===== src/sv/pcid_tag_and_shootdown_manager_unit_macros.svh =====
// Assertion macros used by the top-level RTL file of the PCID tag and shootdown manager.
`ifndef PCID_TAG_AND_SHOOTDOWN_MANAGER_UNIT_MACROS_SVH
`define PCID_TAG_AND_SHOOTDOWN_MANAGER_UNIT_MACROS_SVH

// Same-cycle implication, sampled on i_clk and disabled while i_rst_n is low.
`define PTSM_ASSERT_IMPL(label, ante, cons, msg) \
    label: assert property (@(posedge i_clk) disable iff (!i_rst_n) (ante) |-> (cons)) \
        else $error(msg);

// Next-cycle implication, sampled on i_clk and disabled while i_rst_n is low.
`define PTSM_ASSERT_NEXT(label, ante, cons, msg) \
    label: assert property (@(posedge i_clk) disable iff (!i_rst_n) (ante) |=> (cons)) \
        else $error(msg);

`endif


===== src/sv/ptsm_pkg.sv =====
// Package with the types, constants and helper functions of the PCID tag and shootdown manager.
`default_nettype none

package ptsm_pkg;

    // Default sizes handed to the top level as parameters.
    localparam int MAX_CPUS_DEF   = 8;
    localparam int TAG_COUNT_DEF  = 4096;
    localparam int PAGE_LIMIT_DEF = 32;

    // Fixed widths and constants of the interface.
    localparam int ROOT_W      = 40;
    localparam int PAGE_SHIFT  = 12;
    localparam int PAGE_SIZE   = 4096;
    localparam int NOFLUSH_BIT = 63;
    localparam int PAGE_SAT    = 63;
    localparam int MOD_DIGITS  = 4;
    localparam int CFG_IDX_W   = 2;
    localparam int CFG_DATA_W  = 64;
    localparam logic [63:0] USER_LIMIT_RST = 64'h0000_8000_0000_0000;

    // Commands carried in an input item.
    typedef enum logic [1:0] {
        CMD_ACTIVATE   = 2'd0,
        CMD_INVALIDATE = 2'd1,
        CMD_POLL       = 2'd2
    } t_cmd;

    // Local flush actions.
    typedef enum logic [2:0] {
        FL_NONE    = 3'd0,
        FL_ALL     = 3'd1,
        FL_PAGE    = 3'd2,
        FL_CONTEXT = 3'd3,
        FL_RELOAD  = 3'd4
    } t_flush;

    // Configuration register indexes.
    typedef enum logic [CFG_IDX_W-1:0] {
        CFG_PCID_EN    = 2'd0,
        CFG_INVPCID_EN = 2'd1,
        CFG_USER_LIMIT = 2'd2,
        CFG_CPUS       = 2'd3
    } t_cfg_reg;

    // Sequencer states.
    typedef enum logic [2:0] {
        ST_CLEAR,
        ST_IDLE,
        ST_MOD,
        ST_READ,
        ST_SCAN,
        ST_DONE
    } t_state;

    typedef struct packed {
        logic [1:0]        cmd;
        logic [2:0]        cpu_index;
        logic [ROOT_W-1:0] root_frame;
        logic [63:0]       virt_address;
        logic [31:0]       length_bytes;
        logic [63:0]       loaded_cr3;
        logic [7:0]        online_mask;
    } t_in_item;

    typedef struct packed {
        logic        write_cr3;
        logic [63:0] cr3_value;
        logic [2:0]  flush_action;
        logic [5:0]  page_count;
        logic [11:0] context_tag;
        logic [7:0]  target_mask;
        logic        served;
    } t_out_item;

    // Outcome of the local flush decision.
    typedef struct packed {
        t_flush      action;
        logic [5:0]  pages;
        logic [11:0] ctx;
        logic [63:0] cr3;
    } t_local;

    // Decides how a processor flushes its own TLB for a range.
    function automatic t_local local_action(
        input logic [ROOT_W-1:0] root,
        input logic [63:0]       addr,
        input logic [31:0]       len,
        input logic [63:0]       cur,
        input logic [63:0]       limit,
        input logic [31:0]       len_limit,
        input logic              pcid_en,
        input logic              invpcid_en
    );
        t_local      res;
        logic [32:0] sum;
        logic [20:0] pages;
        res   = '0;
        res.action = FL_NONE;
        sum   = {1'b0, len} + 33'(PAGE_SIZE - 1);
        pages = sum[32:PAGE_SHIFT];
        if (addr >= limit) begin
            res.action = FL_ALL;
        end else if (cur[63:PAGE_SHIFT] != {{(64-PAGE_SHIFT-ROOT_W){1'b0}}, root}) begin
            res.action = FL_NONE;
        end else if (len != 32'd0 && len <= len_limit) begin
            res.action = FL_PAGE;
            res.pages  = (pages > 21'(PAGE_SAT)) ? 6'(PAGE_SAT) : pages[5:0];
        end else if (invpcid_en) begin
            res.action = FL_CONTEXT;
            res.ctx    = pcid_en ? cur[11:0] : 12'd0;
        end else begin
            res.action = FL_RELOAD;
            res.cr3    = cur;
        end
        return res;
    endfunction

endpackage

`default_nettype wire


===== src/sv/ptsm_mod_unit.sv =====
// Remainder unit that reduces a root frame number modulo the tag count.
`default_nettype none

module ptsm_mod_unit #(
    parameter int TAG_COUNT = ptsm_pkg::TAG_COUNT_DEF
) (
    input  wire logic                          i_clk,
    input  wire logic                          i_rst_n,
    input  wire logic                          i_start,
    input  wire logic [ptsm_pkg::ROOT_W-1:0]   i_value,
    output logic                               o_done,
    output logic      [$clog2(TAG_COUNT)-1:0]  o_rem
);
    import ptsm_pkg::*;

    localparam int  TIW  = $clog2(TAG_COUNT);
    localparam bit  POW2 = ((TAG_COUNT & (TAG_COUNT - 1)) == 0);

    generate
        if (POW2) begin : g_mask
            logic           r_done;
            logic [TIW-1:0] r_rem;

            // A power of two needs only the low bits of the frame.
            always_ff @(posedge i_clk) begin
                if (!i_rst_n) begin
                    r_done <= 1'b0;
                end else begin
                    r_done <= i_start;
                end
            end

            always_ff @(posedge i_clk) begin
                if (i_start) begin
                    r_rem <= i_value[TIW-1:0];
                end
            end

            assign o_done = r_done;
            assign o_rem  = r_rem;
        end else begin : g_iter
            localparam int RW    = TIW + 1;
            localparam int STEPS = ROOT_W / MOD_DIGITS;
            localparam int SCW   = $clog2(STEPS + 1);

            logic              r_busy;
            logic              r_done;
            logic [SCW-1:0]    r_step;
            logic [ROOT_W-1:0] r_shift;
            logic [TIW-1:0]    r_rem;
            logic [ROOT_W-1:0] n_shift;
            logic [TIW-1:0]    n_rem;

            // MOD_DIGITS bits per step, most significant first, each with one
            // compare and subtract.
            always_comb begin
                logic [RW-1:0]     rem_v;
                logic [ROOT_W-1:0] sh_v;
                rem_v = {1'b0, r_rem};
                sh_v  = r_shift;
                for (int k = 0; k < MOD_DIGITS; k++) begin
                    rem_v = {rem_v[RW-2:0], sh_v[ROOT_W-1]};
                    sh_v  = {sh_v[ROOT_W-2:0], 1'b0};
                    if (rem_v >= RW'(TAG_COUNT)) begin
                        rem_v = rem_v - RW'(TAG_COUNT);
                    end
                end
                n_rem   = rem_v[TIW-1:0];
                n_shift = sh_v;
            end

            // Step counter and completion pulse.
            always_ff @(posedge i_clk) begin
                if (!i_rst_n) begin
                    r_busy <= 1'b0;
                    r_done <= 1'b0;
                    r_step <= '0;
                end else begin
                    r_done <= 1'b0;
                    if (i_start) begin
                        r_busy <= 1'b1;
                        r_step <= '0;
                    end else if (r_busy) begin
                        r_step <= r_step + 1'b1;
                        if (r_step == SCW'(STEPS - 1)) begin
                            r_busy <= 1'b0;
                            r_done <= 1'b1;
                        end
                    end
                end
            end

            always_ff @(posedge i_clk) begin
                if (i_start) begin
                    r_shift <= i_value;
                    r_rem   <= '0;
                end else if (r_busy) begin
                    r_shift <= n_shift;
                    r_rem   <= n_rem;
                end
            end

            assign o_done = r_done;
            assign o_rem  = r_rem;
        end
    endgenerate

endmodule

`default_nettype wire

===== config.mk =====
export PLATFORM = sky130hd
export DESIGN_NAME = ptsm_mod_unit
export DESIGN_NICKNAME = d
export VERILOG_FILES = /design/src/sv/pcid_tag_and_shootdown_manager_unit_macros.svh /design/src/sv/ptsm_pkg.sv /design/src/sv/ptsm_mod_unit.sv
export SDC_FILE = /design/constraint.sdc
export NUM_CORES = 1
export LEC_CHECK = 0
export ABC_AREA = 1
export BUFFER_PORTS_ARGS = -buffer_cell sky130_fd_sc_hd__clkbuf_2
export CORE_AREA = 10 10 47 49
export DETAILED_ROUTE_END_ITERATION = 7
export DIE_AREA = 0 0 57 59
export GPL_ROUTABILITY_DRIVEN = 0
export PLACE_DENSITY = 0.79
export SLEW_MARGIN = 40
export SYNTH_ARGS = -nofsm -noshare
export SYNTH_HDL_FRONTEND = slang
export SYNTH_SLANG_ARGS = --single-unit

===== constraint.sdc =====
create_clock -name i_clk -period 0.9 [get_ports i_clk]
set_clock_uncertainty 0.05 [all_clocks]
set_input_delay 0.135 -clock i_clk [delete_from_list [all_inputs] [get_ports i_clk]]
set_output_delay 0.135 -clock i_clk [all_outputs]
set_load 0.05 [all_outputs]

Word-level counts from Yosys, hierarchy flattened
Index checks and enable logic that the tools add are counted. Widths: inputs -> output; s select.

Flip-flop bits (word level): 13. Output and inout port bits: 13. Logic and storage cells: 2.

Logic depth before layout (Yosys ltp)
Word-level depth: 0. Mapped depth: 2.

Least setup slack after synthesis
No wires, ideal clock.

Path kind: register -> output. From: register g_mask.r_rem[0] (netlist: o_rem[0]). To: output o_rem[0]. Data arrival time: 0.601 ns. Path slack: 0.114 ns. Stages on the path, launching flop included: 1. Buffers on the path: 0. Cell sequence: edfxtp_1.

RTL lines: from (decl) (RTL line ptsm_mod_unit.sv:22) `logic [TIW-1:0] r_rem;`; from (signal assigned) (RTL line ptsm_mod_unit.sv:35) `r_rem <= i_value[TIW-1:0];`; to (decl) (RTL line ptsm_mod_unit.sv:12) `output logic [$clog2(TAG_COUNT)-1:0] o_rem`.

No word-level cell between the ends.

Worst setup path after layout
From: register g_mask.r_rem[10] (netlist: o_rem[10]). To: output o_rem[10].

No word-level cell between the ends.

==> summary.md <==
| Metric | Value |
|---|---|
| Period utilization | 115.1% |
| Pwr/cell area | 1748 nW/um^2 |
| Port buffer count | 27 |
| Final wirelength | 1.073 mm |
| Startpoint Class | flip-flop |
| Vias in the first global route | 355 |
| DRT antenna net count | 0 |
| # Post-CTS Setup Buffers | 0 |
| Total number of vias | 288 |
| Core area | 1401 um^2 |
| Clock slew at reported path FFs | 0.08 ns |
| Post-synth cell types | 4 |
| Clock buffer depth | 2 |
| Syn_nets | 58 |
| DRC violations left | 0 |
| Layout net count | 103 |
| Post-route minimum period | 1.036 ns |
| RSZ-0062 raised after global routing | yes |
| Fin. max-slew vios | 0 |
| Initial antenna violation count | 0 |
| Post-Route Setup TNS | -1.482 ns |
| VDD IR-drop max | 0.0009341 V |
| Post-Syn Instances | 15 |
| Reg power frac | 50.5% |
| Crit path max-delay family | flip-flops |
| Critical Path AT | 0.85 ns |
| FP Rows | 14 |
| CTS tree | built |
| Full die area | 3363 um^2 |
| Crit path kind | reg2out |
| CTS H-tree depth | 1 |
| Final Setup Violations | 13 |
| Initial Util | 27.68% |
| Worst setup margin | -0.1360 ns |
| Met3 usage | 5.365% |
| #FFs+latches synth | 13 |
| Cell Area, Synth | 387.9 um^2 |
| Via density | 3.840 |
| Top cell type's share of synthesized area | 92.90% |
| Failing checks | setup timing |
| Met1 GRT Util | 6.211% |
| Hold crit path type | in2reg |
| Met2 Resource Use GR | 9.457% |
| Cts bufs inserted | 3 |
| First-pass GRT wire length | 1.656 mm |
| Buf/Inv on CP | 1 |
| Clk root buf | clkbuf_4 |
| Die Ht | 59 um |
| Sw power | 402.7 uW |
| Internal power | 1.045 mW |
| Critical Path Sink Type | primary output |
| Area grow syn2layout | 113.5% |
| Seq/Total Area, Yosys | 98.06% |
| Placed instance area | 543.0 um^2 |
| Pin count of the biggest net entering global routing | 14 |
| Design area | 828.3 um^2 |
| Switching share of total power | 27.81% |
| 1st-iter DRT viols | 8 |
| Slowest Stage Delay on Critical Path | 0.39 ns |
| Required @ worst endpoint | 0.71 ns |
| Overall global routing resource usage | 6.632% |
| Commonest cells after routing, fill and taps aside | clkbuf_2 (14), dlygate4sd3_1 (13), edfxtp_1 (12) |
| Synth top area cells | edfxtp_1 (93%), dfxtp_1 (5.2%), inv_1 (0.97%), nand2_1 (0.97%) |
| Die Wd | 57 um |
| Combinational Power Share | 25.4% |
| Run status | complete, but fails checks |
| Commonest non-fill, non-tap cell in the layout | clkbuf_2 |
| Final Power | 1.448 mW |
| Maximum fanout along the worst path | 1 |
| Global route overflow | 0 |
| IO Pins | 56 |
| CP cell instances | clkbuf_8 |
| Rel. slew slack | 79.74% |
| Slew @ Worst Pin | 0.3038 ns |
| Post-synth top area cell | edfxtp_1 |
| # clock sinks | 13 |
| Routed wire length per instance | 14.31 um |
| Avg Inst Size Synth | 25.86 um^2 |
| Drt first pass iters | 3 |
| Clk pwr share | 24.1% |
| Worst path slowest cell | edfxtp_1 |
| Layout cells sized above 1 | 52.54% |
| Ys Warns | 0 |
| # diodes | 0 |
| Maxcap violations | 0 |
| Fmax | 965.3 MHz |
| P_leak | 0.3616 nW |
| Most used routing layer | met2 |
| Fill cells | 118 |
| Final hold viol count | 0 |
[stage by stage]
step                utilization, %  std cells  hold slack (ns)  setup WS (ns)
finish                       59.11         75           0.2004        -0.1360
global route                 59.11         75           0.2368        -0.1753
CTS                          58.21         74         0.002572        -0.1450
detailed placement           38.75         58           0.2637        0.09135
global placement             38.75         58           0.2633         0.1195
floorplan                        -         15           0.1785         0.1144
[power groups by stage]
| stage | combinational (mW) | clock [mW] | sequential, mW |
|---|---|---|---|
| 3_5_place_dp | 0.251 | 0 | 0.735 |
| 5_1_grt | 0.385 | 0.389 | 0.736 |
| 2_1_floorplan | 0.00155 | 0 | 0.900 |
| 3_3_place_gp | 0.248 | 0 | 0.733 |
| 4_1_cts | 0.364 | 0.360 | 0.730 |
| 6_report | 0.368 | 0.349 | 0.731 |
[cell usage after synthesis (all sizes together)]
cell,number
dfxtp,1
edfxtp,12
inv,1
nand2,1
[state kept, by name, summed over array words and instances (netlist names)]
| register | cells |
|---|---|
| o_done | 1 |
| o_rem | 12 |
[cells by family (layout without fill, tap and decap cells)]
kind of cell	Yosys count	after routing	synth area share, %
and+or+nand+nor	1	1	0.9668
DFF	13	13	98.07
buffers and inverters	1	45	0.9668
[area by class of cell]
type                       instances  area (um^2)  area share [%]
tap                               16        20.02           2.417
sequential                        13        381.6           46.07
multi-input combinational          1        3.754          0.4532
clock buffer                       4        26.28           3.172
timing repair buffer              40        392.9           47.43
inverter                           1        3.754          0.4532
[routing by layer]
layer / vias to the layer above / wire (um)
met5: - / 0
met4: 0 / 0
met3: 0 / 173
met2: 23 / 466
met1: 121 / 434
li1: 144 / -
[worst paths after layout]
check	startpoint	slack (ns)	depth (start not counted)	endpoint
setup / recovery	o_rem[10]$_DFFE_PP_	-0.14	1	o_rem[10]
hold / removal	i_start	0.20	3	o_done$_SDFF_PN0_
[what timing repair did]
| action | CTS | global route |
|---|---|---|
| setup endpoints to repair | 13 | 13 |
| endpoints found under the hold margin | 12 | 1 |
| cloned | 0 | 0 |
| gates resized for setup | 28 | 2 |
| hold buffers | 12 | 1 |
(Power assumes the default switching activity.)
