File: config.mk
export PLATFORM = sky130hd
export DESIGN_NAME = ptsm_ram
export DESIGN_NICKNAME = d
export VERILOG_FILES = /design/src/sv/pcid_tag_and_shootdown_manager_unit_macros.svh /design/src/sv/ptsm_ram.sv
export SDC_FILE = /design/constraint.sdc
export NUM_CORES = 1
export LEC_CHECK = 0
export BUFFER_PORTS_ARGS = -buffer_cell sky130_fd_sc_hd__buf_2
export CAP_MARGIN = 20
export CELL_PAD_IN_SITES_DETAIL_PLACEMENT = 0
export CELL_PAD_IN_SITES_GLOBAL_PLACEMENT = 1
export CORE_MARGIN = 1.5
export CORE_UTILIZATION = 55
export DETAILED_ROUTE_END_ITERATION = 7
export PLACE_DENSITY_LB_ADDON = 0.1
export SLEW_MARGIN = 20
export SYNTH_ARGS = -nofsm -noshare
export SYNTH_HDL_FRONTEND = slang
export SYNTH_SLANG_ARGS = --single-unit
File: constraint.sdc
create_clock -name i_clk -period 4.85 [get_ports i_clk]
set_clock_uncertainty 0.15 [all_clocks]
set_input_delay 0 -clock i_clk [delete_from_list [all_inputs] [get_ports i_clk]]
set_output_delay 0 -clock i_clk [all_outputs]
set_load 0.01 [all_outputs]
File: src/sv/pcid_tag_and_shootdown_manager_unit_macros.svh
// Assertion macros used by the top-level RTL file of the PCID tag and shootdown manager.
`ifndef PCID_TAG_AND_SHOOTDOWN_MANAGER_UNIT_MACROS_SVH
`define PCID_TAG_AND_SHOOTDOWN_MANAGER_UNIT_MACROS_SVH

// Same-cycle implication, sampled on i_clk and disabled while i_rst_n is low.
`define PTSM_ASSERT_IMPL(label, ante, cons, msg) \
    label: assert property (@(posedge i_clk) disable iff (!i_rst_n) (ante) |-> (cons)) \
        else $error(msg);

// Next-cycle implication, sampled on i_clk and disabled while i_rst_n is low.
`define PTSM_ASSERT_NEXT(label, ante, cons, msg) \
    label: assert property (@(posedge i_clk) disable iff (!i_rst_n) (ante) |=> (cons)) \
        else $error(msg);

`endif

File: src/sv/ptsm_ram.sv
// Generic single-write, single-read RAM with a registered read port.
`default_nettype none

module ptsm_ram #(
    parameter int WIDTH = 8,
    parameter int DEPTH = 16
) (
    input  wire logic                     i_clk,
    input  wire logic                     i_wr_en,
    input  wire logic [$clog2(DEPTH)-1:0] i_wr_addr,
    input  wire logic [WIDTH-1:0]         i_wr_data,
    input  wire logic [$clog2(DEPTH)-1:0] i_rd_addr,
    output logic      [WIDTH-1:0]         o_rd_data
);

    logic [WIDTH-1:0] r_mem [DEPTH];
    logic [WIDTH-1:0] r_rd_data;

    // Write port and registered read port.
    always_ff @(posedge i_clk) begin
        if (i_wr_en) begin
            r_mem[i_wr_addr] <= i_wr_data;
        end
        r_rd_data <= r_mem[i_rd_addr];
    end

    assign o_rd_data = r_rd_data;

endmodule

`default_nettype wire

[After elaboration in Yosys (flattened, before gate mapping)]
Memory sizes are Yosys's and may differ from the RTL's. A register that Yosys moved wholly into a read port is not among the register bits.
Index checks and enable logic that the tools add are counted.
Widths: inputs -> output; s select.
Storage, ports and cells
  flip-flop bits (word level): 0
  memories kept: 1
  input port bits: 18
  bits in writable memories: 128
  output and inout bits: 8
Operators by class
  multiplexer cells: 2
Memories
  r_mem: words 16, bits a word 8, rd ports 1, clocked after memory_dff 1, write ports 1, line ptsm_ram.sv:16  | logic [WIDTH-1:0] r_mem [DEPTH];
Operator list (count)
  $mux 1: 2

[Logic depth before layout (Yosys ltp)]
Gate-level depths: netlist of run 1.
  depth in word-level cells: 2
  gate-level depth with buffers: 5

[Least setup slack after synthesis of run 1]
Ideal clock, no wire load.
  kind: input to register
  from: input port i_wr_addr[2]
  to: memory r_mem[0][0], enable pin
  cell stages on the path: 2
  setup slack: 3.207 ns
  setup time: 0.383 ns
  buffers on the path: 0
  arrival time: 1.110 ns
  cell sequence: or3b_2 -> nor3_1
RTL lines
  start: declaration: line ptsm_ram.sv:10  | input wire logic [$clog2(DEPTH)-1:0] i_wr_addr,
  end: declaration: line ptsm_ram.sv:16
Straight into the memory's write port.

[Worst setup path in the final report of run 1]
  from: input port i_wr_en
  to: memory r_mem[12][1], enable pin
On the way
  longest elaborated chain between the ends: 2
Ends and longest elaborated chain
  start: declaration: line ptsm_ram.sv:9  | input wire logic i_wr_en,
  $mux 1: line ptsm_ram.sv:21  | if (i_wr_en) begin
  $mux 1 (not written as such): line ptsm_ram.sv:22  | r_mem[i_wr_addr] <= i_wr_data;
Every way passes these cells.

==> results of run 1 <==
-- cell families after synthesis --
family                 count (synthesis)
buffers and inverters                 10
flip-flops                           136
AND/OR/NAND/NOR                       35
AO/OA/AOI/OAI                         16
multiplexers                          32
-- layout by cell type, fill, tap and decap left out, drive strengths merged, types with 4 or more instances in the layout --
cell type      n
a22oi         16
buf           27
clkbuf        18
clkinv         7
dfxtp          8
dlygate4sd3   16
edfxtp       128
mux4          32
nand2          9
nor2          13
nor3           4
-- routing by layer --
layer	vias up	wire length [µm]	GRT usage
li1	1080	-	-
met1	1256	4304	0.2912
met2	68	4514	0.3192
met3	11	290	0.05622
met4	0	131	0.07259
met5	-	0	0
-- metrics by stage --
| step | hold slack (ns) | instance area (µm²) | utilization | power, mW |
|---|---|---|---|---|
| finish | 0.1593 | 6091 | 0.6655 | 2.663 |
| global route | 0.1972 | 6091 | 0.6655 | 2.746 |
| CTS | 0.1667 | 6086 | 0.6649 | 2.680 |
| detailed placement | 0.2425 | 5350 | 0.5846 | 1.462 |
| global placement | 0.2339 | 5350 | 0.5846 | 1.460 |
| floorplan | -0.05113 | 5147 | - | 1.414 |
-- layout make-up --
class,count,area [µm²],share of cell area
clock inverter,14,147.6,0.02424
timing repair buffer,43,300.3,0.04930
tap,111,138.9,0.02280
clock buffer,18,427.9,0.07025
sequential,136,4004,0.6574
multi-input combinational,83,1072,0.1760
-- state kept, by name, indices dropped and copies added (netlist names) --
| register | cells |
|---|---|
| r_mem | 128 |
| o_rd_data | 8 |
-- how the worst max path moves through the flow --
| stage | to | slack [ns] | cells after the start |
|---|---|---|---|
| final | r_mem[12][1] | 2.94 | 5 |
| after detailed placement | r_mem[0][7] | 2.76 | 3 |
| after global routing | r_mem[12][1] | 2.91 | 5 |
| after global placement | r_mem[0][4] | 2.90 | 3 |
| after floorplan | r_mem[0][0] | 3.21 | 2 |
| after CTS | r_mem[0][2] | 2.75 | 4 |
-- tightest hold or removal path: cells and delay by family --
| kind | cells | cell delay [ns] |
|---|---|---|
| buffers and inverters | 1 | 0.36 |
| multiplexers | 1 | 0.32 |
| AO/OA/AOI/OAI | 1 | 0.05 |
| AND/OR/NAND/NOR | 1 | 0.05 |
-- cell usage after synthesis --
cell,instances
buf_4,1
mux4_1,14
clkdlybuf4s25_2,3
nand3b_1,2
edfxtp_1,128
mux4_2,18
buf_6,3
buf_2,3
or3b_2,1
nand2_1,9
nand3_1,1
nor3_1,4
a22oi_1,16
dfxtp_1,8
and2_1,1
nor2b_1,1
nor2_1,13
and2b_1,1
nand2b_1,2
-- power groups by stage --
stage | combinational [mW] | clock (mW) | sequential (mW)
6_report | 0.126 | 1.22 | 1.32
5_1_grt | 0.137 | 1.29 | 1.32
4_1_cts | 0.127 | 1.23 | 1.32
3_5_place_dp | 0.117 | 0 | 1.35
3_3_place_gp | 0.116 | 0 | 1.34
2_1_floorplan | 0.0667 | 0 | 1.35
-- what timing repair did --
action                    CTS  global route
buffers inserted            0             0
hold buffers               16             0
hold endpoints to repair  188             0
==> impl_metrics.yaml, run 1 <==
outcome:
  status: "finished, final reports clean"
floorplanning:
  chipWidth_um: 99.74
  die_h_um: 99.74
  dieArea_mm2: 0.009948
  pin_count: 26
  initial_utilization: 0.5624
  coreArea_mm2: 0.009153
  num_rows: 35
logic_synthesis:
  synth_nets: 247
  synth_top_family_by_area: "multiplexers"
  synth_area_mm2: 0.005147
  yosysTopAreaCell: "edfxtp_1"
  synth_cell_types: 19
  synth_top_cell_area_share: 0.7467
  ys_warn_count: 0
  synth_area_per_cell_um2: 22.48
  synth_xor_area_frac: 0
  synth_compound_area_frac: 0.02333
  ys_seq_area_frac: 0.7778
  synth_area_leaders: "edfxtp_1, mux4_2, mux4_1"
  muxShareOfSynthArea: 0.1502
  yosys.area_share.simple: 0.03184
  yosys_register_bits: 136
  syn_inst: 229
  synthAdderAreaFrac: 0
final_layout:
  area_delta_synth_final_pct: 18.33
  antennaDiodeCount: 0
  nNetsFinal: 299
  fin_cells: 405
  drive_gt1_frac: 0.2755
  nFillCells: 585
worst_setup_path:
  r2r_setup_slack_ns: 3.28
  path_buf_inv: 3
  startpoint_type: "input port"
  arrival_ns: 1.92
  end_kind: "flip-flop"
  crit_slowest_cell: "dlygate4sd3_1"
  path_class: "input port to flip-flop"
  r2r_cells: 3
  worstReg2RegEnd: "o_rd_data[5]"
  r2r-start: "r_mem[1][5]"
  critPathMostFrequentCell: "dlygate4sd3_1"
  cp_cell_sequence: "dlygate4sd3_1 -> buf_2 -> nand3_1 -> nor3_2 -> dlygate4sd3_1"
  cp_slowest_stage_delay_ns: 0.87
  critical_path_required_ns: 4.85
  cp_max_fo: 8
  crit_start: "i_wr_en"
  crit_family: "buffers and inverters"
placement:
  post-place-ws_ns: 2.757
  dp_cells: 357
  gp_congestion: 0.7330
  io_buffers: 25
  hpwl_um: 5476
pwr:
  p_seq_frac: 0.496
  pwr-share-clk: 0.457
  power.switching_uw: 546.8
  power.density_mw_per_mm2: 437.3
  p_int_mw: 2.117
  p_sw_frac: 0.2053
  peakVddDrop_v: 0.0002346
  leakagePower_nw: 2.059
  combinationalPowerShare: 0.047
detailed_routing:
  ant_nets: 0
  dr.pass1.iters: 5
  drt_iter0_drc: 163
  drcViolationCount: 0
  dr_total_vias: 2415
  drt_wl_total_um: 9240
  wl_per_cell_um: 22.81
  via_per_inst: 5.963
global_route:
  grt_overflow: 0
  grt_pass1_vias: 2463
  grt_pass1_wl_um: 14050
  track_usage: 0.2072
  antenna_found_initial: 0
  grt_max_degree: 33
clock_tree:
  numCtsBuffers: 17
  cts_tree: "built"
  clock_path_buffers: 2
  root_buffer: "clkbuf_8"
  post_cts_resized: 0
  clk_pin_slew_ns: 0.06
  worstSkewPairLatency_ns: 0.51
  clock-sinks: 136
  htreeDepth: 4
timing:
  fin_tns_setup_ns: 0
  setup-violations-final: 0
  fmax_mhz: 522.2
  timing.final.ws_setup_ns: 2.935
  period_needed_ns: 1.915
  worst_pin_slew_ns: 1.006
  rsz0062_at_grt: "false"
  hold_viol: 0
  fin_crit_sh: 0.3948
  slew-limit-headroom: 0.3268
  report.final.slew_viol_count: 0
min_path:
  worstHoldEndpoint: "o_rd_data[4]"
  hold_start: "i_rd_addr[1]"
  holdPathStages: 4
  hp-class: "input port to flip-flop"
run:
  cap_violations: 0
(Power assumes the default switching activity.)
==> inputs of run 2 (changes only) <==
CORE_UTILIZATION = 53   (was 55)
clock period = 1.9 ns   (was 4.85 ns; I/O delays follow)
==> run 2 against run 1 <==
Via count is 3.0% higher. Global-route usage rose by 0.48 points. Wire length increased by 4.3%. Non-clock buffer count rose by 20. Combinational power grew to 2.7 times the previous value. Flip-flop and latch count stayed put. Register-to-register slack worse by 2.9 ns. Cell count is 9.4% higher. Sequential power rose to 2.6 times the previous value. Count of clock-buffer cells in the layout stayed put. Clock power rose to 2.5 times the previous value.
==> impl_metrics.yaml, run 2 (synthesis results as in run 1) <==
worst_setup_path:
  critPathMostFrequentCell: "dlygate4sd3_1"
  startpoint_type: "input port"
  arrival_ns: 1.81
  path_buf_inv: 4
  path_class: "input port to flip-flop"
  cp_max_fo: 4
  r2r_setup_slack_ns: 0.37
  critical_path_required_ns: 1.97
  worstReg2RegEnd: "o_rd_data[4]"
  r2r-start: "r_mem[9][4]"
  cp_slowest_stage_delay_ns: 0.60
  r2r_cells: 3
  crit_slowest_cell: "dlygate4sd3_1"
  crit_family: "buffers and inverters"
  end_kind: "flip-flop"
  cp_cell_sequence: "dlygate4sd3_1 -> buf_2 -> nand3b_1 -> nor3_1 -> dlygate4sd3_1 -> buf_4"
clock_tree:
  post_cts_resized: 0
  clock_path_buffers: 2
  htreeDepth: 4
  worstSkewPairLatency_ns: 0.51
  cts_tree: "built"
  root_buffer: "clkbuf_8"
  clock-sinks: 136
  clk_pin_slew_ns: 0.06
  numCtsBuffers: 17
  postCtsSetupBuffers: 0
run:
  cap_violations: 0
pwr:
  p_seq_frac: 0.496
  power.switching_mw: 1.421
  leakagePower_nw: 2.149
  p_sw_frac: 0.2088
  p_int_mw: 5.382
  power.density_mw_per_mm2: 1085
  pwr-share-clk: 0.454
  combinationalPowerShare: 0.050
  peakVddDrop_v: 0.0007543
final_layout:
  largest_register_ffs: 128
  area_delta_synth_final_pct: 21.78
  drive_gt1_frac: 0.3057
  final_cell_mix: "edfxtp_1, buf_2, buf_4"
  fin_area_mm2: 0.006269
  antennaDiodeCount: 0
  utilization: 0.6720
  layout_commonest_cell: "edfxtp_1"
  nFillCells: 643
  nNetsFinal: 319
  top_register: "r_mem"
min_path:
  worstHoldEndpoint: "o_rd_data[0]"
  hp-class: "input port to flip-flop"
  holdPathStages: 5
  hold_start: "i_rd_addr[0]"
floorplanning:
  die_h_um: 101.6
  num_rows: 35
  chipWidth_um: 101.6
  dieArea_mm2: 0.01031
  coreArea_mm2: 0.009328
  pin_count: 26
  initial_utilization: 0.5518
timing:
  report.final.slew_viol_count: 0
  worst_pin_slew_ns: 0.4160
  fmax_mhz: 576.9
  period_needed_ns: 1.733
  slew-limit-headroom: 0.7227
  rsz0062_at_grt: "false"
  setup-violations-final: 0
  fin_tns_setup_ns: 0
  fin_crit_sh: 0.9123
  hold_viol: 0
  timing.final.ws_setup_ns: 0.1667
placement:
  dpl_cell_area_mm2: 0.005530
  post-place-ws_ns: 0.2231
  io_buffers: 25
  gp_congestion: 0.7610
  hpwl_um: 5932
detailed_routing:
  ant_nets: 0
  dr_total_vias: 2488
  drt_iter0_drc: 135
  drcViolationCount: 0
  drt_wl_total_um: 9638
  dr.pass1.iters: 4
  wl_per_cell_um: 21.76
  via_per_inst: 5.616
global_route:
  track_usage: 0.2120
  grt_pass1_vias: 2557
  grt_overflow: 0
  grt_pass1_wl_um: 14900
  antenna_found_initial: 0
  grt_max_degree: 33
outcome:
  status: "finished, final reports clean"
-- run 2: layer usage --
layer,global-route usage,routed length [µm],vias up
li1,-,-,1121
met1,0.2990,4391,1284
met2,0.3267,4683,68
met3,0.04969,414,15
met4,0.08333,149,0
met5,0,0,-
-- run 2: cell type report --
class | count | area, µm² | share of cell area
clock buffer | 18 | 417.9 | 0.06667
clock inverter | 14 | 150.1 | 0.02395
multi-input combinational | 83 | 1057 | 0.1687
sequential | 136 | 4004 | 0.6387
tap | 129 | 161.4 | 0.02575
timing repair buffer | 63 | 478.0 | 0.07625
-- run 2: how the worst max path moves through the flow --
stage	start	end	slack (ns)	cells past startpoint
after CTS	i_wr_addr[3]	r_mem[4][7]	0.18	6
after global routing	i_wr_addr[3]	r_mem[4][7]	0.13	6
after global placement	i_rd_addr[0]	o_rd_data[3]	0.25	5
final	i_wr_addr[3]	r_mem[4][4]	0.17	6
after detailed placement	i_rd_addr[0]	o_rd_data[3]	0.22	5
after floorplan	i_wr_addr[2]	r_mem[0][0]	0.26	2
-- run 2: stage by stage --
| stage | total power, mW | hold WS [ns] | cells |
|---|---|---|---|
| final | 6.803 | 0.01049 | 443 |
| after global routing | 7.006 | 0.04769 | 443 |
| after CTS | 6.840 | 0.01060 | 443 |
| after detailed placement | 3.756 | 0.2485 | 394 |
| after global placement | 3.745 | 0.2327 | 394 |
| after floorplan | 3.610 | -0.05113 | 229 |
-- run 2: what timing repair did --
action	in CTS	in global routing
endpoints found under the hold margin	192	0
hold buffers	17	0
setup endpoints to repair	0	0
-- run 2: worst min-delay path, cell delays in order --
cell and delay (ns):
buf_2 0.11, buf_12 0.18, mux4_2 0.24, a22oi_1 0.06, nand2_1 0.05
-- run 2: power groups by stage --
stage / combinational [mW] / sequential, mW / clock [mW]
2_1_floorplan: 0.170 / 3.44 / 0
6_report: 0.343 / 3.37 / 3.09
3_5_place_dp: 0.320 / 3.44 / 0
3_3_place_gp: 0.311 / 3.43 / 0
4_1_cts: 0.347 / 3.37 / 3.12
5_1_grt: 0.376 / 3.38 / 3.25
